===== src/etvf_pkg.sv =====
`timescale 1ns / 1ps

package etvf_pkg;

    localparam int unsigned DATA_W    = 32;
    localparam int unsigned DIV_STEPS = DATA_W;
    localparam int unsigned CNT_W     = $clog2(DIV_STEPS);

    localparam logic [DATA_W-1:0] RESPONSE_TIME_RESET = DATA_W'(160);

    localparam logic [1:0] OP_LOAD       = 2'd0;
    localparam logic [1:0] OP_SET_TARGET = 2'd1;
    localparam logic [1:0] OP_UPDATE     = 2'd2;

    typedef struct packed {
        logic [1:0]               operation;
        logic signed [DATA_W-1:0] value_in;
        logic [DATA_W-1:0]        now;
    } t_in_item;

    typedef struct packed {
        logic signed [DATA_W-1:0] current_value;
        logic                     ready_res;
    } t_out_item;

    typedef struct packed {
        logic latch;
        logic eval;
        logic mul;
        logic div_step;
        logic apply;
        logic load_out;
    } t_cmd;

    typedef struct packed {
        logic need_div;
    } t_status;

endpackage


===== src/elapsed_time_value_follower.sv =====
`timescale 1ns / 1ps
// Flow: the input item is latched and evaluated; load, set target and updates that jump
// or hold then go to finish, while updates that step first run multiply, 32 restoring
// division steps and clamp. One item at a time; finish waits while a result is unread.
// Reset (synchronous, active low): value, target and last time cleared, not initialised,
// response time 160; a finished result may wait in the output register during the next item.

module elapsed_time_value_follower (
    input  logic                        i_clk,
    input  logic                        i_rst_n,
    input  logic                        i_cfg_wr_en,
    input  logic [etvf_pkg::DATA_W-1:0] i_cfg_wr_data,
    input  logic                        i_valid,
    output logic                        o_ready,
    input  etvf_pkg::t_in_item          i_item,
    output logic                        o_valid,
    input  logic                        i_ready,
    output etvf_pkg::t_out_item         o_item
);
    import etvf_pkg::*;

    t_cmd    w_cmd;
    t_status w_status;

    etvf_ctrl u_ctrl (
        .i_clk    (i_clk),
        .i_rst_n  (i_rst_n),
        .i_valid  (i_valid),
        .o_ready  (o_ready),
        .o_valid  (o_valid),
        .i_ready  (i_ready),
        .o_cmd    (w_cmd),
        .i_status (w_status)
    );

    etvf_dp u_dp (
        .i_clk         (i_clk),
        .i_rst_n       (i_rst_n),
        .i_cfg_wr_en   (i_cfg_wr_en),
        .i_cfg_wr_data (i_cfg_wr_data),
        .i_item        (i_item),
        .i_cmd         (w_cmd),
        .o_status      (w_status),
        .o_item        (o_item)
    );

endmodule


===== src/etvf_ctrl.sv =====
`timescale 1ns / 1ps

module etvf_ctrl (
    input  logic            i_clk,
    input  logic            i_rst_n,
    input  logic            i_valid,
    output logic            o_ready,
    output logic            o_valid,
    input  logic            i_ready,
    output etvf_pkg::t_cmd  o_cmd,
    input  etvf_pkg::t_status i_status
);
    import etvf_pkg::*;

    typedef enum logic [2:0] {
        S_IDLE,
        S_EVAL,
        S_MUL,
        S_DIV,
        S_APPLY,
        S_FINISH
    } t_state;

    t_state           r_state, n_state;
    logic [CNT_W-1:0] r_cnt, n_cnt;
    logic             r_valid, n_valid;
    logic             w_accept;
    logic             w_div_last;

    assign w_accept   = i_valid && (r_state == S_IDLE);
    assign w_div_last = (r_cnt == CNT_W'(DIV_STEPS - 1));

    assign o_ready = (r_state == S_IDLE);
    assign o_valid = r_valid;

    always_comb begin
        o_cmd          = '0;
        o_cmd.latch    = w_accept;
        o_cmd.eval     = (r_state == S_EVAL);
        o_cmd.mul      = (r_state == S_MUL);
        o_cmd.div_step = (r_state == S_DIV);
        o_cmd.apply    = (r_state == S_APPLY);
        o_cmd.load_out = (r_state == S_FINISH) && (!r_valid || i_ready);
    end

    always_comb begin
        n_state = r_state;
        n_cnt   = r_cnt;
        n_valid = r_valid;
        if (r_valid && i_ready) begin
            n_valid = 1'b0;
        end
        unique case (r_state)
            S_IDLE: begin
                if (w_accept) begin
                    n_state = S_EVAL;
                end
            end
            S_EVAL: begin
                n_state = i_status.need_div ? S_MUL : S_FINISH;
            end
            S_MUL: begin
                n_state = S_DIV;
                n_cnt   = '0;
            end
            S_DIV: begin
                if (w_div_last) begin
                    n_state = S_APPLY;
                    n_cnt   = '0;
                end else begin
                    n_cnt = r_cnt + CNT_W'(1);
                end
            end
            S_APPLY: begin
                n_state = S_FINISH;
            end
            S_FINISH: begin
                if (o_cmd.load_out) begin
                    n_valid = 1'b1;
                    n_state = S_IDLE;
                end
            end
            default: begin
                n_state = S_IDLE;
            end
        endcase
    end

    always_ff @(posedge i_clk) begin
        if (!i_rst_n) begin
            r_state <= S_IDLE;
            r_cnt   <= '0;
            r_valid <= 1'b0;
        end else begin
            r_state <= n_state;
            r_cnt   <= n_cnt;
            r_valid <= n_valid;
        end
    end

    a_one_item_at_a_time: assert property (@(posedge i_clk) disable iff (!i_rst_n)
        (i_valid && o_ready) |=> !o_ready)
        else $error("transfer accepted while an item is in progress");

    a_valid_from_finish: assert property (@(posedge i_clk) disable iff (!i_rst_n)
        $rose(o_valid) |-> $past(r_state == S_FINISH))
        else $error("result raised outside finish");

    a_div_exit: assert property (@(posedge i_clk) disable iff (!i_rst_n)
        (r_state == S_DIV && w_div_last) |=> (r_state == S_APPLY))
        else $error("division did not complete after its last step");

    a_cnt_only_in_div: assert property (@(posedge i_clk) disable iff (!i_rst_n)
        (r_cnt != '0) |-> (r_state == S_DIV))
        else $error("step counter running outside division");

endmodule


===== src/etvf_dp.sv =====
`timescale 1ns / 1ps

module etvf_dp (
    input  logic                        i_clk,
    input  logic                        i_rst_n,
    input  logic                        i_cfg_wr_en,
    input  logic [etvf_pkg::DATA_W-1:0] i_cfg_wr_data,
    input  etvf_pkg::t_in_item          i_item,
    input  etvf_pkg::t_cmd              i_cmd,
    output etvf_pkg::t_status           o_status,
    output etvf_pkg::t_out_item         o_item
);
    import etvf_pkg::*;

    logic [DATA_W-1:0]        r_resp;
    logic signed [DATA_W-1:0] r_follow, n_follow;
    logic signed [DATA_W-1:0] r_goal, n_goal;
    logic [DATA_W-1:0]        r_last, n_last;
    logic                     r_init, n_init;

    t_in_item                 r_item;
    logic                     r_uninit, n_uninit;
    logic                     r_neg;
    logic [DATA_W-1:0]        r_absd;
    logic [DATA_W-1:0]        r_elapsed;
    logic [DATA_W-1:0]        r_rem;
    logic [DATA_W-1:0]        r_quo;
    t_out_item                r_out;

    logic [DATA_W-1:0]        w_elapsed;
    logic signed [DATA_W:0]   w_delta;
    logic [DATA_W:0]          w_absd;
    logic [2*DATA_W-1:0]      w_prod;
    logic [DATA_W:0]          w_trial;
    logic                     w_qbit;
    logic [DATA_W:0]          w_mag;
    logic signed [DATA_W:0]   w_sum;
    logic signed [DATA_W:0]   w_goal_x;
    logic                     w_need_div;

    assign w_elapsed = r_item.now - r_last;
    assign w_delta   = {r_goal[DATA_W-1], r_goal} - {r_follow[DATA_W-1], r_follow};
    assign w_absd    = w_delta[DATA_W] ? (-w_delta) : w_delta;
    assign w_prod    = r_absd * r_elapsed;
    assign w_trial   = {r_rem, r_quo[DATA_W-1]};
    assign w_qbit    = (w_trial >= {1'b0, r_resp});
    assign w_mag     = (r_quo == '0) ? (DATA_W+1)'(1) : {1'b0, r_quo};
    assign w_goal_x  = {r_goal[DATA_W-1], r_goal};
    assign w_sum     = r_neg ? ({r_follow[DATA_W-1], r_follow} - $signed(w_mag))
                             : ({r_follow[DATA_W-1], r_follow} + $signed(w_mag));

    always_comb begin
        n_follow   = r_follow;
        n_goal     = r_goal;
        n_last     = r_last;
        n_init     = r_init;
        n_uninit   = r_uninit;
        w_need_div = 1'b0;
        if (i_cmd.eval) begin
            n_uninit = 1'b0;
            unique case (r_item.operation)
                OP_LOAD: begin
                    n_follow = r_item.value_in;
                    n_goal   = r_item.value_in;
                    n_last   = r_item.now;
                    n_init   = 1'b1;
                end
                OP_SET_TARGET: begin
                    if (!r_init) begin
                        n_follow = r_item.value_in;
                        n_last   = r_item.now;
                        n_init   = 1'b1;
                    end
                    n_goal = r_item.value_in;
                end
                OP_UPDATE: begin
                    if (!r_init) begin
                        n_uninit = 1'b1;
                    end else begin
                        n_last = r_item.now;
                        if (w_delta != '0 && w_elapsed != '0) begin
                            if (r_resp == '0 || w_elapsed >= r_resp) begin
                                n_follow = r_goal;
                            end else begin
                                w_need_div = 1'b1;
                            end
                        end
                    end
                end
                default: begin
                end
            endcase
        end
        if (i_cmd.apply) begin
            if (r_neg ? (w_sum < w_goal_x) : (w_sum > w_goal_x)) begin
                n_follow = r_goal;
            end else begin
                n_follow = w_sum[DATA_W-1:0];
            end
        end
    end

    assign o_status.need_div = w_need_div;

    always_ff @(posedge i_clk) begin
        if (!i_rst_n) begin
            r_resp   <= RESPONSE_TIME_RESET;
            r_follow <= '0;
            r_goal   <= '0;
            r_last   <= '0;
            r_init   <= 1'b0;
            r_uninit <= 1'b0;
        end else begin
            if (i_cfg_wr_en) begin
                r_resp <= i_cfg_wr_data;
            end
            r_follow <= n_follow;
            r_goal   <= n_goal;
            r_last   <= n_last;
            r_init   <= n_init;
            r_uninit <= n_uninit;
        end
    end

    always_ff @(posedge i_clk) begin
        if (i_cmd.latch) begin
            r_item <= i_item;
        end
        if (i_cmd.eval) begin
            r_neg     <= w_delta[DATA_W];
            r_absd    <= w_absd[DATA_W-1:0];
            r_elapsed <= w_elapsed;
        end
        if (i_cmd.mul) begin
            r_rem <= w_prod[2*DATA_W-1:DATA_W];
            r_quo <= w_prod[DATA_W-1:0];
        end else if (i_cmd.div_step) begin
            r_rem <= w_qbit ? DATA_W'(w_trial - {1'b0, r_resp}) : w_trial[DATA_W-1:0];
            r_quo <= {r_quo[DATA_W-2:0], w_qbit};
        end
        if (i_cmd.load_out) begin
            r_out.current_value <= r_uninit ? '0 : r_follow;
            r_out.ready_res     <= r_uninit ? 1'b0 : r_init;
        end
    end

    assign o_item = r_out;

endmodule

===== config.mk =====
export PLATFORM = sky130hd
export DESIGN_NAME = elapsed_time_value_follower
export DESIGN_NICKNAME = d
export VERILOG_FILES = /design/src/etvf_pkg.sv /design/src/elapsed_time_value_follower.sv /design/src/etvf_ctrl.sv /design/src/etvf_dp.sv
export SDC_FILE = /design/constraint.sdc
export NUM_CORES = 2
export LEC_CHECK = 0
export BUFFER_PORTS_ARGS = -buffer_cell sky130_fd_sc_hd__buf_2
export CAP_MARGIN = 20
export CELL_PAD_IN_SITES_DETAIL_PLACEMENT = 2
export CELL_PAD_IN_SITES_GLOBAL_PLACEMENT = 2
export CORE_UTILIZATION = 40
export DETAILED_ROUTE_END_ITERATION = 10
export GPL_TIMING_DRIVEN = 0
export PLACE_DENSITY = 0.79
export RECOVER_POWER = 25
export SYNTH_ARGS = -nofsm -noshare
export SYNTH_HDL_FRONTEND = slang
export SYNTH_SLANG_ARGS = --single-unit

===== constraint.sdc =====
create_clock -name i_clk -period 19.74 [get_ports i_clk]
set_input_delay 2.961 -clock i_clk [delete_from_list [all_inputs] [get_ports i_clk]]
set_output_delay 2.961 -clock i_clk [all_outputs]
set_load 0.01 [all_outputs]

==> flow_metrics.env <==
export IMPL_finalWirelength_mm=234
export IMPL_violations="max-capacitance violations, max-slew violations"
export IMPL_cts_sinks=367
export IMPL_ff_latch_area_sq_um=9630
export IMPL_wire_per_inst_um=27.9
export IMPL_fin_nets=7937
export IMPL_synth_distinct_cells=94
export IMPL_cap_violations=2
export IMPL_cts_buffer_depth=3
export IMPL_synth_flop_cell="edfxtp_1"
export IMPL_synth_top_family_by_area="adder cells"
export IMPL_final_cell_mix="1,079 x inv_1, 958 x nand2_1, 900 x fa_1, 459 x ha_1, 420 x and2_1"
export IMPL_synth_compound_area_share_pct=10.8
export IMPL_period_needed_ns=10.42
export IMPL_end_kind="flip-flop"
export IMPL_synth_top_area_share_pct=31.8
export IMPL_vias_per_cell=5.57
export IMPL_root_buffer="clkbuf_16"
export IMPL_area_growth_pct=7.92
export IMPL_finalMaxSlewViolations=73
export IMPL_io_pins=138
export IMPL_tightestPinTransition_ns=2.18
export IMPL_status="finished with violations"
export IMPL_dr_pass1_iters=5
export IMPL_required_ns=20.06
export IMPL_core_area_sq_um=140000
export IMPL_worstSetupStartpointType="flip-flop"
export IMPL_grt_pass1_wl_mm=348
export IMPL_slew_headroom_pct=-45.3
export IMPL_ff2ff_path_depth=27
export IMPL_whs_path_depth=2
export IMPL_grt_pass1_vias=53400
export IMPL_hpwl_mm=199
export IMPL_antenna_found_initial=17
export IMPL_gp_congestion=0.981
export IMPL_fin_setup_tns_ns=0
export IMPL_crit_type="flip-flop to flip-flop"
export IMPL_finalClockSkew_ns=0.0205
export IMPL_synth_fa_ha_area_share_pct=42.0
export IMPL_layout_commonest_cell="inv_1"
export IMPL_rows=137
export IMPL_synth_edf_count=228
export IMPL_grt_max_degree=67
export IMPL_drt_initial_drc_count=2715
export IMPL_die_area_sq_um=143000
export IMPL_yosysSeqAreaShare_pct=17.0
export IMPL_synthArstFlopShare_pct=0
export IMPL_hold_buffers=0
export IMPL_crit_path_top_delay_cell="a2111oi_0"
export IMPL_cp_common_cell="fa_1"
export IMPL_yosysWarnings=0
export IMPL_finalCritPeriodShare_pct=52.8
export IMPL_rsz0062_at_grt="false"
export IMPL_start_util_pct=40.4
export IMPL_vias=46700
export IMPL_synth_nets=7752
export IMPL_arrival_ns=10.74
export IMPL_postCtsResizedCells=0
export IMPL_cpPeakStageDelay_ns=0.94
export IMPL_fmaxAchievable_ghz=0.0960
export IMPL_yosys_area_share_xor_xnor_pct=3.48
export IMPL_hold_violations=0
export IMPL_syn_inst=6290
export IMPL_dieWidth_um=378
export IMPL_synth_top_area_cell="fa_1"
export IMPL_grt_total_usage_pct=33.1
export IMPL_cts_clk_slew_worst_paths_ns=0.07
export IMPL_postCtsSetupRepairBufs=0
export IMPL_finalSetupViolations=0
export IMPL_netlist_area_sq_um=56600
export IMPL_syn_avg_cell_area_sq_um=9.00
export IMPL_cts_tree="built"
export IMPL_drive_gt1_share_pct=4.38
export IMPL_muxShareOfSynthArea_pct=1.24
export IMPL_synthSimpleGateAreaFrac_pct=16.1
export IMPL_die_y_um=378
export IMPL_synth_area_top_cells="fa_1 32%, edfxtp_1 12%, ha_1 10%, inv_1 7.2%, nand2_1 6.4%"
export IMPL_grt_ovfl_total=0
export IMPL_final_antenna_net_count=0
export IMPL_drcViolationCount=0
export IMPL_min_path_type="flip-flop to flip-flop"
export IMPL_ys_seq_elements=367
export IMPL_htree_num_levels=2
export IMPL_crit_path_max_fanout=10
export IMPL_place_port_buffers=135
export IMPL_clkLatencyLatePin_ns=0.60
export IMPL_cts_made_buffers=39
export IMPL_multi_input_area_sq_um=41700
export IMPL_fill_cells=15500
metal layers:
metal  track usage, %  up-vias  wire (um)
met4             15.3        8      12200
met2             55.4     1415     111000
li1                 -    20300          -
met5                0        -         48
met1             41.6    24500      95300
met3             5.52      450      15300
critical path, delay by kind of cell (launching register included):
| family | cells | cell delay (ns) |
|---|---|---|
| AOI/OAI and AO/OA | 9 | 3.05 |
| and+or+nand+nor | 1 | 0.18 |
| adders and majority gates | 9 | 4.52 |
| DFF | 1 | 0.72 |
| buffers and inverters | 7 | 1.41 |
| xor gates and xnor gates | 1 | 0.24 |
cell type report:
| cell class | count | share of cell area [%] |
|---|---|---|
| antenna | 10 | 0.0410 |
| buffer | 311 | 2.03 |
| clock buffer | 44 | 1.66 |
| timing repair buffer | 144 | 1.29 |
| sequential | 367 | 15.8 |
| inverter | 1079 | 6.63 |
| clock inverter | 28 | 0.483 |
| tap | 1876 | 3.84 |
| multi-input combinational | 4533 | 68.3 |
registers in the layout, summed over array words and instances (netlist names):
register	flops
u_dp.r_quo	32
u_dp.r_init	1
u_dp.r_last	32
u_dp.r_follow	32
u_dp.r_item	66
u_dp.r_goal	32
u_ctrl.r_cnt	5
u_dp.r_elapsed	32
u_dp.r_absd	32
u_dp.r_rem	32
u_ctrl.o_valid	1
u_dp.r_neg	1
u_ctrl.r_state	3
u_dp.r_resp	32
u_dp.o_item	33
u_dp.r_uninit	1
path summary, 6_finish.rpt:
kind | start | end | slack, ns
worst max register to register | u_dp.r_elapsed[3] | u_dp.r_rem[28] | 9.32
worst min-delay path | u_dp.r_last[23] | u_dp.r_last[23] | 0.47
worst min register to register | u_dp.r_last[23] | u_dp.r_last[23] | 0.47
worst max-delay path | u_dp.r_elapsed[3] | u_dp.r_rem[28] | 9.32
per-stage QoR:
stage | area [sq um] | hold slack [ns] | util [%] | setup slack, ns | cells
finish | 61100 | 0.466 | 43.6 | 9.32 | 8392
global placement | 59600 | 0.451 | 42.6 | 9.58 | 8301
CTS | 61100 | 0.472 | 43.6 | 9.47 | 8378
global route | 61100 | 0.493 | 43.6 | 9.11 | 8386
detailed placement | 59700 | 0.463 | 42.7 | 9.48 | 8306
floorplan | 56600 | 0.443 | - | 12.13 | 6290
cell families (layout without fill, tap and decap cells):
family / Yosys count / after routing
adder cells (fa/ha/maj): 1359 / 1359
AND/OR/NAND/NOR: 1934 / 1934
AO/OA/AOI/OAI: 945 / 945
other: 0 / 10
XOR/XNOR: 225 / 225
multiplexers: 70 / 70
flip-flops: 367 / 367
buffers and inverters: 1390 / 1606
cells in the mapped netlist, drive strengths merged, types with 7 or more instances:
master   number
a2111oi       9
a211oi       47
a21boi       77
a21o         88
a21oi       279
a31oi        37
a41oi         9
and2        421
and3         15
and4          8
buf          17
clkbuf      294
dfxtp       139
edfxtp      228
fa          900
ha          459
inv        1079
mux2i        67
nand2       960
nand2b       32
nand3        41
nand3b        7
nand4        43
nor2        225
nor2b        70
nor3         47
nor4         27
o2111ai       7
o211ai       20
o21a         18
o21ai       220
o21bai       33
o221a        19
o31ai        15
or2           8
or3          10
or4           7
xnor2       148
xor2         77
Power is not shown: default switching activity piles up to over one toggle a cycle in this logic, so the estimate is an artifact.
